File: config.mk
export PLATFORM = sky130hd
export DESIGN_NAME = stacking_order_list_flat
export DESIGN_NICKNAME = d
export VERILOG_FILES = /design/src/rtl/core/sol_pkg.sv /design/src/rtl/core/sol_if.sv /design/src/rtl/core/sol_link_ram.sv /design/src/rtl/core/sol_ctrl.sv /design/src/rtl/core/stacking_order_list.sv /design/src/flat_wrapper.sv
export SDC_FILE = /design/constraint.sdc
export NUM_CORES = 1
export LEC_CHECK = 0
export BUFFER_PORTS_ARGS = -buffer_cell sky130_fd_sc_hd__clkbuf_2
export CORE_UTILIZATION = 50
export DETAILED_ROUTE_END_ITERATION = 10
export PLACE_DENSITY = 0.65
export SLEW_MARGIN = 20
export SYNTH_ARGS = -nofsm -noshare
export SYNTH_HDL_FRONTEND = slang
export SYNTH_SLANG_ARGS = --single-unit
File: constraint.sdc
create_clock -name clk -period 12.02 [get_ports clk]
set_clock_uncertainty 0.1 [all_clocks]
set_input_delay 1.803 -clock clk [delete_from_list [all_inputs] [get_ports clk]]
set_output_delay 1.803 -clock clk [all_outputs]
set_load 0.02 [all_outputs]
File: src/rtl/core/sol_pkg.sv
// Shared types and constants for the stacking order list.
package sol_pkg;

  localparam int ENTRIES = 64;
  localparam int IDX_W   = $clog2(ENTRIES);
  localparam int LINK_W  = $clog2(ENTRIES + 1);
  localparam int MODE_W  = 3;
  localparam int ENTRY_W = 6;

  localparam logic [LINK_W-1:0] NONE_CODE = LINK_W'(ENTRIES);

  typedef enum logic [MODE_W-1:0] {
    MODE_APPEND = 3'd0,
    MODE_RAISE  = 3'd1,
    MODE_LOWER  = 3'd2,
    MODE_REMOVE = 3'd3,
    MODE_QUERY  = 3'd4
  } mode_t;

  typedef enum logic [2:0] {
    ST_IDLE,
    ST_LOOK,
    ST_DETACH,
    ST_ATTACH,
    ST_SEAL,
    ST_DONE
  } state_t;

  typedef struct packed {
    logic              we;
    logic [IDX_W-1:0]  waddr;
    logic [LINK_W-1:0] wdata;
    logic [IDX_W-1:0]  raddr;
  } ram_req_t;

  typedef struct packed {
    logic [LINK_W-1:0] top_entry;
    logic [LINK_W-1:0] bottom_entry;
    logic [LINK_W-1:0] entry_above;
    logic [LINK_W-1:0] entry_below;
    logic              in_stack;
    logic              error;
  } res_t;

endpackage

File: src/rtl/core/sol_if.sv
// Valid/ready channel interfaces for operation words and result words.
interface sol_in_if import sol_pkg::*; ();
  logic               valid;
  logic               ready;
  logic [MODE_W-1:0]  mode;
  logic [ENTRY_W-1:0] entry;

  modport source (output valid, output mode, output entry, input ready);
  modport sink (input valid, input mode, input entry, output ready);
endinterface

interface sol_out_if import sol_pkg::*; ();
  logic              valid;
  logic              ready;
  logic [LINK_W-1:0] top_entry;
  logic [LINK_W-1:0] bottom_entry;
  logic [LINK_W-1:0] entry_above;
  logic [LINK_W-1:0] entry_below;
  logic              in_stack;
  logic              error;

  modport source (output valid, output top_entry, output bottom_entry, output entry_above,
                  output entry_below, output in_stack, output error, input ready);
  modport sink (input valid, input top_entry, input bottom_entry, input entry_above,
                input entry_below, input in_stack, input error, output ready);
endinterface

File: src/rtl/core/sol_link_ram.sv
// Generic single-write, single-read RAM with registered read data.
module sol_link_ram #(
  parameter int DEPTH = 64,
  parameter int WIDTH = 7
) (
  input  logic                     clk,
  input  logic                     we,
  input  logic [$clog2(DEPTH)-1:0] waddr,
  input  logic [WIDTH-1:0]         wdata,
  input  logic [$clog2(DEPTH)-1:0] raddr,
  output logic [WIDTH-1:0]         rdata
);

  logic [WIDTH-1:0] mem [DEPTH];
  logic [WIDTH-1:0] rdata_r;

  always_ff @(posedge clk) begin
    if (we) begin
      mem[waddr] <= wdata;
    end
    rdata_r <= mem[raddr];
  end

  assign rdata = rdata_r;

endmodule

File: src/rtl/core/sol_ctrl.sv
// Operation sequencer: pointers, membership flags and link memory updates.
module sol_ctrl import sol_pkg::*; (
  input  logic               clk,
  input  logic               rst_n,
  input  logic               in_valid,
  output logic               in_ready,
  input  logic [MODE_W-1:0]  in_mode,
  input  logic [ENTRY_W-1:0] in_entry,
  output ram_req_t           above_req,
  output ram_req_t           below_req,
  input  logic [LINK_W-1:0]  above_q,
  input  logic [LINK_W-1:0]  below_q,
  output logic               res_valid,
  input  logic               res_ready,
  output res_t               res
);

  state_t              state_r, state_nxt;
  logic [MODE_W-1:0]   mode_r;
  logic [IDX_W-1:0]    ent_r;
  logic                ok_r;
  logic [LINK_W-1:0]   up_r, up_nxt;
  logic [LINK_W-1:0]   down_r, down_nxt;
  logic [LINK_W-1:0]   top_r, top_nxt;
  logic [LINK_W-1:0]   bot_r, bot_nxt;
  logic [LINK_W-1:0]   ea_r, ea_nxt;
  logic [LINK_W-1:0]   eb_r, eb_nxt;
  logic                err_r, err_nxt;
  logic                det_r, det_nxt;
  logic                att_top_r, att_top_nxt;
  logic                att_bot_r, att_bot_nxt;
  logic [ENTRIES-1:0]  flags_r, flags_nxt;
  logic                present;
  logic [LINK_W-1:0]   ent_link;
  logic                accept;

  assign accept   = in_valid && in_ready;
  assign in_ready = (state_r == ST_IDLE);
  assign ent_link = LINK_W'(ent_r);
  assign present  = ok_r && flags_r[ent_r];

  always_comb begin
    state_nxt = state_r;
    unique case (state_r)
      ST_IDLE: begin
        if (accept) state_nxt = ST_LOOK;
      end
      ST_LOOK: begin
        if (det_nxt) state_nxt = ST_DETACH;
        else if (att_top_nxt || att_bot_nxt) state_nxt = ST_ATTACH;
        else state_nxt = ST_DONE;
      end
      ST_DETACH: begin
        if (att_top_r || att_bot_r) state_nxt = ST_ATTACH;
        else state_nxt = ST_DONE;
      end
      ST_ATTACH: state_nxt = ST_SEAL;
      ST_SEAL:   state_nxt = ST_DONE;
      ST_DONE: begin
        if (res_ready) state_nxt = ST_IDLE;
      end
      default: state_nxt = ST_IDLE;
    endcase
  end

  always_comb begin
    above_req       = '0;
    below_req       = '0;
    above_req.raddr = IDX_W'(in_entry);
    below_req.raddr = IDX_W'(in_entry);
    up_nxt          = up_r;
    down_nxt        = down_r;
    top_nxt         = top_r;
    bot_nxt         = bot_r;
    ea_nxt          = ea_r;
    eb_nxt          = eb_r;
    err_nxt         = err_r;
    det_nxt         = det_r;
    att_top_nxt     = att_top_r;
    att_bot_nxt     = att_bot_r;
    flags_nxt       = flags_r;
    unique case (state_r)
      ST_LOOK: begin
        up_nxt      = above_q;
        down_nxt    = below_q;
        err_nxt     = 1'b0;
        det_nxt     = 1'b0;
        att_top_nxt = 1'b0;
        att_bot_nxt = 1'b0;
        ea_nxt      = present ? above_q : NONE_CODE;
        eb_nxt      = present ? below_q : NONE_CODE;
        unique case (mode_r)
          MODE_APPEND: begin
            if (!ok_r || present) begin
              err_nxt = 1'b1;
            end else begin
              att_bot_nxt       = 1'b1;
              flags_nxt[ent_r]  = 1'b1;
            end
          end
          MODE_RAISE: begin
            if (!present) begin
              err_nxt = 1'b1;
            end else if (top_r != ent_link) begin
              det_nxt     = 1'b1;
              att_top_nxt = 1'b1;
            end
          end
          MODE_LOWER: begin
            if (!present) begin
              err_nxt = 1'b1;
            end else if (bot_r != ent_link) begin
              det_nxt     = 1'b1;
              att_bot_nxt = 1'b1;
            end
          end
          MODE_REMOVE: begin
            if (!present) begin
              err_nxt = 1'b1;
            end else begin
              det_nxt          = 1'b1;
              flags_nxt[ent_r] = 1'b0;
              ea_nxt           = NONE_CODE;
              eb_nxt           = NONE_CODE;
            end
          end
          MODE_QUERY: ;
          default: err_nxt = 1'b1;
        endcase
      end
      ST_DETACH: begin
        if (up_r < NONE_CODE) begin
          below_req.we    = 1'b1;
          below_req.waddr = IDX_W'(up_r);
          below_req.wdata = down_r;
        end else begin
          top_nxt = down_r;
        end
        if (down_r < NONE_CODE) begin
          above_req.we    = 1'b1;
          above_req.waddr = IDX_W'(down_r);
          above_req.wdata = up_r;
        end else begin
          bot_nxt = up_r;
        end
      end
      ST_ATTACH: begin
        if (att_top_r) begin
          below_req.we    = 1'b1;
          below_req.waddr = ent_r;
          below_req.wdata = top_r;
          if (top_r < NONE_CODE) begin
            above_req.we    = 1'b1;
            above_req.waddr = IDX_W'(top_r);
            above_req.wdata = ent_link;
          end else begin
            bot_nxt = ent_link;
          end
          top_nxt = ent_link;
          ea_nxt  = NONE_CODE;
          eb_nxt  = top_r;
        end else begin
          above_req.we    = 1'b1;
          above_req.waddr = ent_r;
          above_req.wdata = bot_r;
          if (bot_r < NONE_CODE) begin
            below_req.we    = 1'b1;
            below_req.waddr = IDX_W'(bot_r);
            below_req.wdata = ent_link;
          end else begin
            top_nxt = ent_link;
          end
          bot_nxt = ent_link;
          ea_nxt  = bot_r;
          eb_nxt  = NONE_CODE;
        end
      end
      ST_SEAL: begin
        if (att_top_r) begin
          above_req.we    = 1'b1;
          above_req.waddr = ent_r;
          above_req.wdata = NONE_CODE;
        end else begin
          below_req.we    = 1'b1;
          below_req.waddr = ent_r;
          below_req.wdata = NONE_CODE;
        end
      end
      default: ;
    endcase
  end

  assign res_valid        = (state_r == ST_DONE);
  assign res.top_entry    = top_r;
  assign res.bottom_entry = bot_r;
  assign res.entry_above  = ea_r;
  assign res.entry_below  = eb_r;
  assign res.in_stack     = present;
  assign res.error        = err_r;

  always_ff @(posedge clk) begin
    if (!rst_n) begin
      state_r   <= ST_IDLE;
      top_r     <= NONE_CODE;
      bot_r     <= NONE_CODE;
      flags_r   <= '0;
      det_r     <= 1'b0;
      att_top_r <= 1'b0;
      att_bot_r <= 1'b0;
    end else begin
      state_r   <= state_nxt;
      top_r     <= top_nxt;
      bot_r     <= bot_nxt;
      flags_r   <= flags_nxt;
      det_r     <= det_nxt;
      att_top_r <= att_top_nxt;
      att_bot_r <= att_bot_nxt;
    end
  end

  always_ff @(posedge clk) begin
    if (accept) begin
      mode_r <= in_mode;
      ent_r  <= IDX_W'(in_entry);
      ok_r   <= (32'(in_entry) < 32'(ENTRIES));
    end
    up_r   <= up_nxt;
    down_r <= down_nxt;
    ea_r   <= ea_nxt;
    eb_r   <= eb_nxt;
    err_r  <= err_nxt;
  end

endmodule

File: src/rtl/core/stacking_order_list.sv
// Steps: LOOK, DETACH for raise, lower or remove, ATTACH and SEAL for append, raise or lower,
// then DONE, where it waits through an output stall, and the output register. One word at a
// time, accepted only in IDLE. The single write port of each link RAM splits the steps.
// Reset: top and bottom pointers empty, membership flags cleared, links left undefined;
// no clearing pass, words accepted right after reset.
module stacking_order_list import sol_pkg::*; (
  input  logic          clk,
  input  logic          rst_n,
  sol_in_if.sink        in_word,
  sol_out_if.source     out_word
);

  ram_req_t          above_req, below_req;
  logic [LINK_W-1:0] above_q, below_q;
  logic              res_valid, res_ready;
  res_t              res;
  res_t              res_r;
  logic              out_valid_r;

  sol_link_ram #(.DEPTH(ENTRIES), .WIDTH(LINK_W)) u_above_ram (
    .clk   (clk),
    .we    (above_req.we),
    .waddr (above_req.waddr),
    .wdata (above_req.wdata),
    .raddr (above_req.raddr),
    .rdata (above_q)
  );

  sol_link_ram #(.DEPTH(ENTRIES), .WIDTH(LINK_W)) u_below_ram (
    .clk   (clk),
    .we    (below_req.we),
    .waddr (below_req.waddr),
    .wdata (below_req.wdata),
    .raddr (below_req.raddr),
    .rdata (below_q)
  );

  sol_ctrl u_ctrl (
    .clk       (clk),
    .rst_n     (rst_n),
    .in_valid  (in_word.valid),
    .in_ready  (in_word.ready),
    .in_mode   (in_word.mode),
    .in_entry  (in_word.entry),
    .above_req (above_req),
    .below_req (below_req),
    .above_q   (above_q),
    .below_q   (below_q),
    .res_valid (res_valid),
    .res_ready (res_ready),
    .res       (res)
  );

  assign res_ready = !out_valid_r || out_word.ready;

  always_ff @(posedge clk) begin
    if (!rst_n) begin
      out_valid_r <= 1'b0;
    end else if (res_valid && res_ready) begin
      out_valid_r <= 1'b1;
    end else if (out_word.ready) begin
      out_valid_r <= 1'b0;
    end
  end

  always_ff @(posedge clk) begin
    if (res_valid && res_ready) begin
      res_r <= res;
    end
  end

  assign out_word.valid        = out_valid_r;
  assign out_word.top_entry    = res_r.top_entry;
  assign out_word.bottom_entry = res_r.bottom_entry;
  assign out_word.entry_above  = res_r.entry_above;
  assign out_word.entry_below  = res_r.entry_below;
  assign out_word.in_stack     = res_r.in_stack;
  assign out_word.error        = res_r.error;

endmodule
File: src/flat_wrapper.sv
// flat-port wrapper written by rule: the top's interface ports become plain ports
module stacking_order_list_flat import sol_pkg::*;
  (clk, rst_n, in_word_valid, in_word_mode, in_word_entry, in_word_ready, out_word_valid, out_word_top_entry, out_word_bottom_entry, out_word_entry_above, out_word_entry_below, out_word_in_stack, out_word_error, out_word_ready);
  sol_in_if in_word_i ();
  sol_out_if out_word_i ();
  input  logic clk;
  input  logic rst_n;
  input wire logic [$bits(in_word_i.valid)-1:0] in_word_valid;
  input wire logic [$bits(in_word_i.mode)-1:0] in_word_mode;
  input wire logic [$bits(in_word_i.entry)-1:0] in_word_entry;
  output wire logic [$bits(in_word_i.ready)-1:0] in_word_ready;
  output wire logic [$bits(out_word_i.valid)-1:0] out_word_valid;
  output wire logic [$bits(out_word_i.top_entry)-1:0] out_word_top_entry;
  output wire logic [$bits(out_word_i.bottom_entry)-1:0] out_word_bottom_entry;
  output wire logic [$bits(out_word_i.entry_above)-1:0] out_word_entry_above;
  output wire logic [$bits(out_word_i.entry_below)-1:0] out_word_entry_below;
  output wire logic [$bits(out_word_i.in_stack)-1:0] out_word_in_stack;
  output wire logic [$bits(out_word_i.error)-1:0] out_word_error;
  input wire logic [$bits(out_word_i.ready)-1:0] out_word_ready;
  assign in_word_i.valid = in_word_valid;
  assign in_word_i.mode = in_word_mode;
  assign in_word_i.entry = in_word_entry;
  assign in_word_ready = in_word_i.ready;
  assign out_word_valid = out_word_i.valid;
  assign out_word_top_entry = out_word_i.top_entry;
  assign out_word_bottom_entry = out_word_i.bottom_entry;
  assign out_word_entry_above = out_word_i.entry_above;
  assign out_word_entry_below = out_word_i.entry_below;
  assign out_word_in_stack = out_word_i.in_stack;
  assign out_word_error = out_word_i.error;
  assign out_word_i.ready = out_word_ready;
  stacking_order_list u_core (.clk(clk), .rst_n(rst_n), .in_word(in_word_i), .out_word(out_word_i));
endmodule
Yosys cells after proc, flatten, opt, wreduce, memory -nomap -nowiden --
Memory sizes are Yosys's and may differ from the RTL's. A register that Yosys moved wholly into a read port is not among the register bits. Index checks and enable logic that the tools add are counted.
Word-level totals: memory bits (writable) 896, word-level logic and storage cells 129, bits in registers 153, input port bits 13, output and inout bits 32, memories 2
Memory list:
- u_core.u_above_ram.mem | depth 64, bits a word 7, read ports 1, clocked after memory_dff 1, write ports 1, RTL line sol_link_ram.sv:14 | logic [WIDTH-1:0] mem [DEPTH];
- u_core.u_below_ram.mem | depth 64, bits a word 7, read ports 1, clocked after memory_dff 1, write ports 1, RTL line sol_link_ram.sv:14
Operators by class: order comparisons 6, bitwise gates (word level) 3, mux-type cells 60, reductions and logical operators 18, eq/ne operators 19
Operator list (number):
- 64-bit two-way mux | 2
- 64-bit one-hot mux with 2 select lines | 1
- 14-bit two-way mux | 8
- 7-bit two-way mux | 14
- 14-bit one-hot mux with 3 select lines | 2
- 64-bit bitwise AND | 1
- 64-bit inverter | 1
- 64-bit bitwise OR | 1
- 7-bit one-hot mux with 2 select lines | 4
- 7-bit < comparator, second input constant | 4
- 1-bit two-way mux | 18
- 3-bit one-hot mux with 6 select lines | 1
- 3-bit two-way mux | 5
- 7-bit by 6-bit != test with 1-bit output | 2
- 3-bit by 2-bit equality test with 1-bit output, second input constant | 4
- 2-bit != test, second input constant | 5
- 3-bit equality test, second input constant | 3
- 2-bit nonzero test | 4
- 6-bit by 7-bit < comparator with 1-bit output, second input constant | 1
- 1-bit binary-select mux with 6-bit select | 1
- 1-bit demux with 6-bit select | 1
- 3-bit by 1-bit equality test with 1-bit output, second input constant | 2
- 6-bit by 1-bit >= comparator with 1-bit output, second input constant | 1
- 3-bit zero test | 2
- other kinds (11) | 18

Logic depth before layout (Yosys ltp) --
Gate-level depths: netlist of the first run.
depth after elaboration 9, mapped depth 12

Modules after synthesis --
Synthesis of the first run repeated with hierarchy kept, for this count alone.
Second synthesis, totals: cell total of the unflattened synthesis 2412, area total of the unflattened synthesis 42923.7 um2
By module, submodules not included:
- sol_link_ram | cells each 827, area an instance 17635.7 um2, times used 2
- sol_ctrl | cells each 723, area an instance 6693.9 um2, times used 1
- stacking_order_list | cells each 35, area an instance 958.4 um2, times used 1

Worst setup path before layout of the first run --
No wires, ideal clock.
kind in2reg, start input port in_word_entry[0], end register u_core.u_above_ram.rdata_r[0] (netlist: u_core.u_above_ram.rdata[0]) (read register of u_core.u_above_ram.mem), arrival time 4.418 ns, data required time 11.786 ns, slack 7.368 ns, stages on the path 6, setup time 0.134 ns, path through clkbuf_1 clkbuf_1 buf_1 mux4_2 mux4_2 mux4_2
RTL lines:
- start, declared | RTL line flat_wrapper.sv:10 | input wire logic [$bits(in_word_i.entry)-1:0] in_word_entry;
- end, declared | RTL line sol_link_ram.sv:15 | logic [WIDTH-1:0] rdata_r;

==> impl_summary.md, run 1 <==
Status
The run finished with clean final reports.

Synthesis
The synthesized area per cell is 19.3 µm². The number of enable flip-flop cells after synthesis is 964. Yosys printed 0 warnings. For this run, the leading register cell type out of synthesis is edfxtp_1. The post-synthesis instance area is 42200 µm². The share of synthesized area spent on multiplexers is 17.6%. Of the total synthesized cell area, the portion taken by AND, OR, NAND and NOR gates is 4.17%.

Of the total synthesized cell area, the portion taken by XOR and XNOR cells is 0.270%. The number of different library cells used by synthesis comes to 61. Counting flops and latches in the post-synthesis netlist gives roughly 1100. The post-synthesis cell count is 2188. The main combinational cell family by area after synthesis is multiplexers. Counting flops with an async set or reset pin after synthesis yields a share of 0%. After Yosys synthesis, full adders, half adders and majority gates account for 0% of the synthesized area. The synthesized netlist devotes 3.26% of its cell area to compound gates.

The sequential-to-total area share from yosys stat is between 70% and 80%. The total nets after synthesis is 2201.

Critical path
The endpoint of the worst register-to-register path is u_core.u_above_ram.mem[38][3]. The instance count on the critical path is 6. The critical path is of the primary input to flop type.

The kind of start point of the critical path is a primary input. For the worst setup path, the data arrival time is 5.91 ns. The worst register-to-register path begins at u_core.u_ctrl.state_r[0]. The number of cells traversed by the worst register-to-register path is 8. For flop-to-flop paths, the worst setup slack is 7.24 ns. The number of buffers and inverters on the critical path is 3. The slowest stage of the critical path is the buf_4 cell. Grouping stages by cell kind, the critical path spends the most delay in buffers and inverters. STA classifies the critical path endpoint as a flop. The delay contributed by the slowest stage of the critical path is 0.86 ns. The worst path required time is 12.47 ns. Of all nets on the critical path, the largest fanout is 105. By instance count, the cell type seen most on the critical path is mux4_2.

The signal on the critical path passes through clkbuf_8, buf_4, buf_4, mux4_2, mux4_2, mux4_2.

STA
Subtracting the final worst setup slack from the clock period gives roughly 5.5 ns. For the final routed database, the setup TNS stands at 0 ns. For this run, the top clock speed supported by timing is 0.183 GHz. Setup repair after global routing left no endpoint under its margin. The final-report max-slew violation count was 0. The final hold violation count is 0. The setup violation total in the final timing report is 0. The transition time at the pin with the least slew margin is 1.12 ns. The worst relative slew slack is 25.2%. In the finished design, the share of the clock period the worst path needs comes to 45.4%.

Hold path
In this run the worst hold path is classified as flop to flop. Along the worst hold path, the cell count comes to 0. The path with the worst hold slack has its endpoint at u_core.out_word.entry_below[0].

The worst min-delay path startpoint is u_core.u_ctrl.eb_r[0].

Clock network
In this run the clock root is driven by a clkbuf_16. The level count of the clock H-tree is 3. The maximum clock path buffer count is 3.

The source-to-sink clock delay at the later pin of the worst-skew pair is around 0.67 ns. The TritonCTS clock tree is yes. After clock tree synthesis, the clock-pin slew on the worst setup and hold paths is 0.06 ns. The post-cts sizing count is 0. The number of buffers added for setup after CTS is 0.

For this design, the sink count on the clock tree is 1062. The number of buffers created by CTS is ~100. Buffers inserted to repair hold after CTS numbered 0.

Routing
After detailed routing, the met3 layer carries roughly 8300 µm of wire. Summed over all nets, wire length on met2 after detailed routing comes to 46500 µm. The final wirelength is 97100 µm.

After detailed routing, the number of remaining DRC violations is 0. Routed signal wires occupy layers up through met4. The violation count after the first detailed-routing iteration is about 2600.

Once detail routing completed, the nets flagged for antenna violations numbered 0. The routed layout has approximately 21000 vias. The via-per-instance ratio is 6.30.

Dividing the detail-routed wire length by the instance count gives 28.6 µm. For this run, the detailed router's first-pass iteration total came to 9. The routed length on met1 is about 40000 µm.

Placed design
At the end of routability-driven placement, the weighted congestion stood at 0.846. The HPWL after detailed placement is 59200 µm. The count of input and output buffers is 44.

Global routing
The total overflow reported by the global router is 0. The number of global-route vias before repair is around 22000. The number of antenna violations at the first check in global routing is 3. The global-route wire length before repair is about 150000 µm. Global routing used 23.2% of the available tracks across all layers. The pin count of the biggest net entering global routing is about 110.

Pwr
The post-layout total power is 7830 µW. The power density normalized to cell area is 167 nW/µm². The static leakage is ~0.016 µW.

The maximum VDD drop is ~0.11 mV.

Final layout
The proportion of layout cells with a drive suffix above 1 is between 20% and 30%. 0 antenna diodes ended up in the layout. The final net count is 2249.

The layout overhead on the synthesized area is 11.3%.

Floorplan
The die footprint is approximately 86000 µm². Measured along the y axis, the die boundary spans 293 µm. The core region is 83600 µm². The I/O pin count is 45. After floorplanning, the core was divided into 106 placement rows.

The initial utilization of the core area, before any placement, comes to 50.5%. From left edge to right edge, the die measures 293 µm.

Run
The max-capacitance violation count is 0.
[area by class of cell]
type	instances	area, µm²
Clock buffer	126	2690
Multi-Input combinational cell	978	10700
Sequential cell	1062	30900
Clock inverter	61	766
Tap cell	1080	1350
Timing Repair Buffer	67	425
Inverter	24	97.6
Fill cell	6178	36600
[stage by stage]
step	util [%]	instance area, µm²	worst slack [ns]	hold WS [ns]	instances
6_report	56.2	47000	6.56	0.318	3398
5_1_grt	56.2	47000	6.48	0.337	3398
3_3_place_gp	52.0	43500	5.98	0.311	3209
2_1_floorplan	-	42200	7.37	0.300	2188
4_1_cts	56.2	47000	6.63	0.321	3397
3_5_place_dp	52.1	43500	5.91	0.306	3210
[placed cells by master, fill, tap and decap left out, drive strengths merged, types with 8 or more instances in the layout]
cell      n
a21oi    50
a221oi   19
a222oi   16
a22o     13
a22oi     9
and2     18
buf      24
bufinv   15
clkbuf  169
clkinv   46
dfxtp    98
edfxtp  964
inv      21
mux2      9
mux2i    66
mux4    296
nand2   135
nand2b    9
nand3    26
nor2    162
nor3     13
o211a    12
o21ai    57
or3       8
[synthesized netlist by cell type (all sizes together) (2+ instances only)]
master | count | area, µm²
or3 | 8 | 50.1
nor2b | 7 | 43.8
edfxtp | 964 | 28900
and2 | 18 | 115
a41oi | 2 | 17.5
nand4 | 7 | 43.8
mux4 | 296 | 6670
nor2 | 162 | 611
buf | 34 | 180
mux2 | 9 | 101
dfxtp | 98 | 1960
o21ai | 57 | 304
a222oi | 16 | 160
a22o | 13 | 114
nand3 | 26 | 130
a22oi | 9 | 67.6
nand2 | 135 | 507
or4 | 2 | 18.8
a21o | 2 | 15.0
and3 | 3 | 18.8
o221ai | 2 | 17.5
a221oi | 19 | 166
clkbuf | 90 | 338
nor4 | 4 | 40.0
and3b | 2 | 17.5
xnor2 | 7 | 61.3
inv | 23 | 86.3
xor2 | 6 | 52.6
nor3 | 13 | 85.1
a21oi | 50 | 280
mux2i | 66 | 661
nand2b | 9 | 56.3
o21a | 2 | 15.0
o211a | 12 | 120
[worst register-to-register path: stages, from the launching register on]
cell and delay [ns]:
dfxtp_1 0.59, nor2b_1 0.22, nand2_1 0.47, o21ai_0 0.89
a222oi_1 0.25, clkbuf_2 0.24, nor2_1 0.15, nand3_1 0.49
nor2_1 1.00
[cell families (layout without fill, tap and decap cells)]
family,Yosys count,in the layout
xor gates and xnor gates,13,13
AOI/OAI and AO/OA,195,195
buffers and inverters,148,278
and+or+nand+nor,399,399
DFF,1062,1062
muxes,371,371
[metal layers]
metal	GRT usage, %	up-vias
met1	33.7	11200
met4	6.22	0
met5	0	-
li1	-	9022
met3	4.21	129
met2	36.4	1028
[how the worst max path moves through the flow]
stage	from	end
2_1_floorplan	in_word_entry[0]	u_core.u_above_ram.rdata[0]
3_3_place_gp	in_word_entry[1]	u_core.u_above_ram.rdata[2]
3_5_place_dp	in_word_entry[1]	u_core.u_above_ram.rdata[0]
4_1_cts	in_word_entry[1]	u_core.u_above_ram.rdata[0]
5_1_grt	in_word_entry[1]	u_core.u_above_ram.rdata[0]
6_report	in_word_entry[1]	u_core.u_above_ram.rdata[0]
[sequential cells by signal, indices dropped and copies added (netlist names), 6 cells and up, named ones only]
| signal | cells |
|---|---|
| u_core.out_word.top_entry | 7 |
| u_core.u_above_ram.mem | 448 |
| u_core.u_ctrl.up_r | 7 |
| u_core.u_below_ram.rdata | 7 |
| u_core.u_ctrl.top_r | 7 |
| u_core.u_below_ram.mem | 448 |
| u_core.u_ctrl.ea_r | 7 |
| u_core.out_word.bottom_entry | 7 |
| u_core.u_above_ram.rdata | 7 |
| u_core.out_word.entry_below | 7 |
| u_core.u_ctrl.down_r | 7 |
| u_core.u_ctrl.bot_r | 7 |
| u_core.out_word.entry_above | 7 |
| u_core.u_ctrl.ent_r | 6 |
| u_core.u_ctrl.eb_r | 7 |
[where the power goes]
part	total (µW)	switching [µW]	internal (µW)	leakage [µW]
clock	3310	1380	1920	0.00169
sequential	4110	43.9	4060	0.0101
combinational	414	267	147	0.00381
total	7830	1690	6130	0.0156
(Power assumes the default switching activity.)
==> inputs of run 2 (changes only) <==
==> constraint.sdc (replaced) <==
create_clock -name clk -period 5.08 [get_ports clk]
set_clock_uncertainty 0.1 [all_clocks]
set_input_delay 0.762 -clock clk [delete_from_list [all_inputs] [get_ports clk]]
set_output_delay 0.762 -clock clk [all_outputs]
set_load 0.02 [all_outputs]
==> run 2 against run 1 <==
Utilization up 0.13 points. Non-clock buffer count up 13. Wire length down 2.2%. Global-route usage down 0.73 points. Flip-flop and latch count unchanged. Clock power up 130%. Final cell count up 0.53%. Register-to-register slack worse by 6.4 ns. Sequential share of layout area down 0.15 points. Critical endpoint is now u_core.u_above_ram.mem[2][5]. Largest cell class unchanged. Largest power group unchanged. Highest routed layer is now met5.
==> impl_summary.md, run 2 (synthesis results as in run 1) <==
Pwr
The fraction of power consumed by combinational cells is 5.5% (+0.2 points). The maximum VDD drop came to 0.306 mV (+180%). The share of total power in the clock network was 41.4% (-0.8 points). The sequential share of power came to 53.0% (+0.5 points). The internal power came to 14400 µW (+130%). The reported net switching power was 3940 µW (+130%). The switching share of power is 21.5% (-0.14 points). The static leakage is 0.0156 µW (+0.24%). The power density normalized to cell area was 389 nW/µm² (+130%).

Status
The run finished with clean final reports.

Routing
The number of nets with antenna violations after detailed routing is 0 (unchanged). The via-per-instance ratio came to 6.19 (-1.8%). The post-route DRC violation count came to 0 (unchanged). The detailed-route via count is 21100 (-1.3%). The final wirelength is 94900 µm (-2.2%). The routed length per placed instance is 27.8 µm (-2.8%). The detailed-routing iteration count for the pre-antenna-repair pass is 6 (-3).

The violation count after the first detailed-routing iteration is 2458 (-6.5%).

Run
The max-capacitance violation count came to 0 (unchanged).

STA
Setup repair after global routing left no endpoint under its margin. The worst relative slew slack is 26.4% (+1.2 points). The transition time at the pin with the least slew margin is 1.10 ns (-0.0139 ns).

The peak clock frequency supported by timing is about 0.24 GHz. The worst slack on hold paths is 0.182 ns (-0.136 ns). The total negative slack is 0 ns (unchanged). The final hold violation count is 0 (unchanged). The shortest clock period the worst path allows after layout is 4.19 ns. The setup violation total in the final timing report is 0 (unchanged). The final-report max-slew violation count came to 0 (unchanged). In the finished design, the share of the clock period the worst path needs comes to 82.5%.

Clock network
The level count of the clock H-tree is 3 (unchanged). The hold buffer count at CTS is 0 (unchanged). The source-to-sink clock delay at the later pin of the worst-skew pair is 0.67 ns (about the same). The TritonCTS clock tree is yes.

The register clock-pin slew on the reported worst setup and hold paths was 0.06 ns (about the same). The number of clock sinks is 1062 (unchanged). The post-cts sizing count came to 0 (unchanged). The number of buffers created by CTS came to 104 (+0.97%). The tree is rooted in a clkbuf_16.

The number of buffers added for setup after CTS is 0 (unchanged). The maximum clock path buffer count is 3 (unchanged).

Hold path
The min-delay analysis places its worst path in the category primary input to flop.

Critical path
The kind of capture point of the worst setup path is a flop. The delay contributed by the slowest stage of the critical path came to 0.84 ns (-0.02 ns). Walking the worst path, the cells encountered are nor2b_1, nand2_1, buf_4, o21ai_0, a222oi_1, nand4_1, nor2_1. The kind of cell with the highest combined delay on the critical path is simple AND/OR/NAND/NOR gates.

The type of the setup path with the least slack is flop to flop. The endpoint arrival time on the critical path is 4.38 ns (-1.53 ns). The number of buffers and inverters on the critical path was 1 (-2).

The worst path required time came to 5.26 ns (-7.21 ns). STA classifies the critical path startpoint as a flop. The peak fanout along the critical path is 19 (-82%). The cell with the largest stage delay on the worst path is a222oi_1.

Final layout
The final net count was 2263 (+0.62%). The largest registers in the layout are u_core.u_above_ram.mem (448), u_core.u_below_ram.mem (448). The final-layout fill cell count came to 6162 (-0.26%).

The proportion of layout cells with a drive suffix above 1 was 24.2% (-0.059 points). The final instance area is 47100 µm² (+0.23%). The most common cell after layout, fill and taps aside is edfxtp_1. In the layout the commonest cells are edfxtp_1 (964), mux4_2 (296), nor2_1 (161). The layout overhead on the synthesized area is 11.6%. The antenna diode count is 0 (unchanged).

Global routing
The global-route wire length before repair is 141000 µm (-3.5%). The pin count of the biggest net entering global routing is 70 (-34%). The overall global routing resource usage is 22.4% (-0.73 points). The number of antenna violations at the first check in global routing is 4 (+1). The total overflow reported by the global router is 0 (unchanged). The number of global-route vias before repair is 21400 (-1.8%).

Floorplan
The die footprint is 85600 µm² (unchanged). The floorplan die width is 293 µm (unchanged). The die outline height came to 293 µm (unchanged).

The area inside the core boundary is 83600 µm² (unchanged). The effective utilization at floorplan came to 50.5% (unchanged). The placement row count was 106 (unchanged).

The I/O pin count is 45 (unchanged).

Placed design
The count of input and output buffers came to 44 (unchanged). The HPWL after detailed placement is 58400 µm (-1.2%). The post-detailed-placement cell area is 43700 µm² (+0.48%). The final weighted congestion in routability-driven placement came to 0.904 (+6.9%).
run 2: worst paths after layout:
kind,start,cells after the start,endpoint,slack (ns)
worst max-delay path,u_core.u_ctrl.state_r[0],7,u_core.u_above_ram.mem[2][5],0.89
worst min-delay path,in_word_mode[0],1,u_core.u_ctrl.mode_r[0],0.18
worst max register to register,u_core.u_ctrl.state_r[0],7,u_core.u_above_ram.mem[2][5],0.89
worst min register to register,u_core.u_ctrl.eb_r[0],0,u_core.out_word.entry_below[0],0.33
run 2: power by group through the flow:
stage / Clock (µW) / Combinational, µW / Sequential [µW]
6_report: 7590 / 1010 / 9710
3_3_place_gp: 0 / 1000 / 9890
3_5_place_dp: 0 / 1010 / 9890
4_1_cts: 7680 / 1020 / 9710
5_1_grt: 8020 / 1080 / 9720
2_1_floorplan: 0 / 678 / 9860
run 2: layer usage:
| layer | global-route usage [%] | wire length, µm | vias to the layer above |
|---|---|---|---|
| met5 | 0 | 24 | - |
| met4 | 5.93 | 2220 | 4 |
| met3 | 4.99 | 7550 | 175 |
| met2 | 35.1 | 45000 | 875 |
| met1 | 32.1 | 40100 | 11100 |
| li1 | - | - | 9033 |
run 2: cell type report:
type / count / area (µm²) / area share, %
clock buffers: 134 / 2770 / 5.88
flip-flops and latches: 1062 / 30900 / 65.6
clock inverters: 58 / 599 / 1.27
inverters: 24 / 111 / 0.237
well taps: 1080 / 1350 / 2.87
repair buffers: 80 / 622 / 1.32
multi-input cells: 978 / 10700 / 22.8
run 2: per-stage QoR:
| stage | util [%] | setup slack, ns | power (µW) | cells |
|---|---|---|---|---|
| after detailed placement | 52.3 | 0.991 | 10900 | 3223 |
| after global placement | 52.3 | 1.09 | 10900 | 3223 |
| after global routing | 56.4 | 0.659 | 18800 | 3416 |
| final | 56.4 | 0.887 | 18300 | 3416 |
| after CTS | 56.3 | 0.977 | 18400 | 3415 |
| after floorplan | - | 0.857 | 10500 | 2188 |
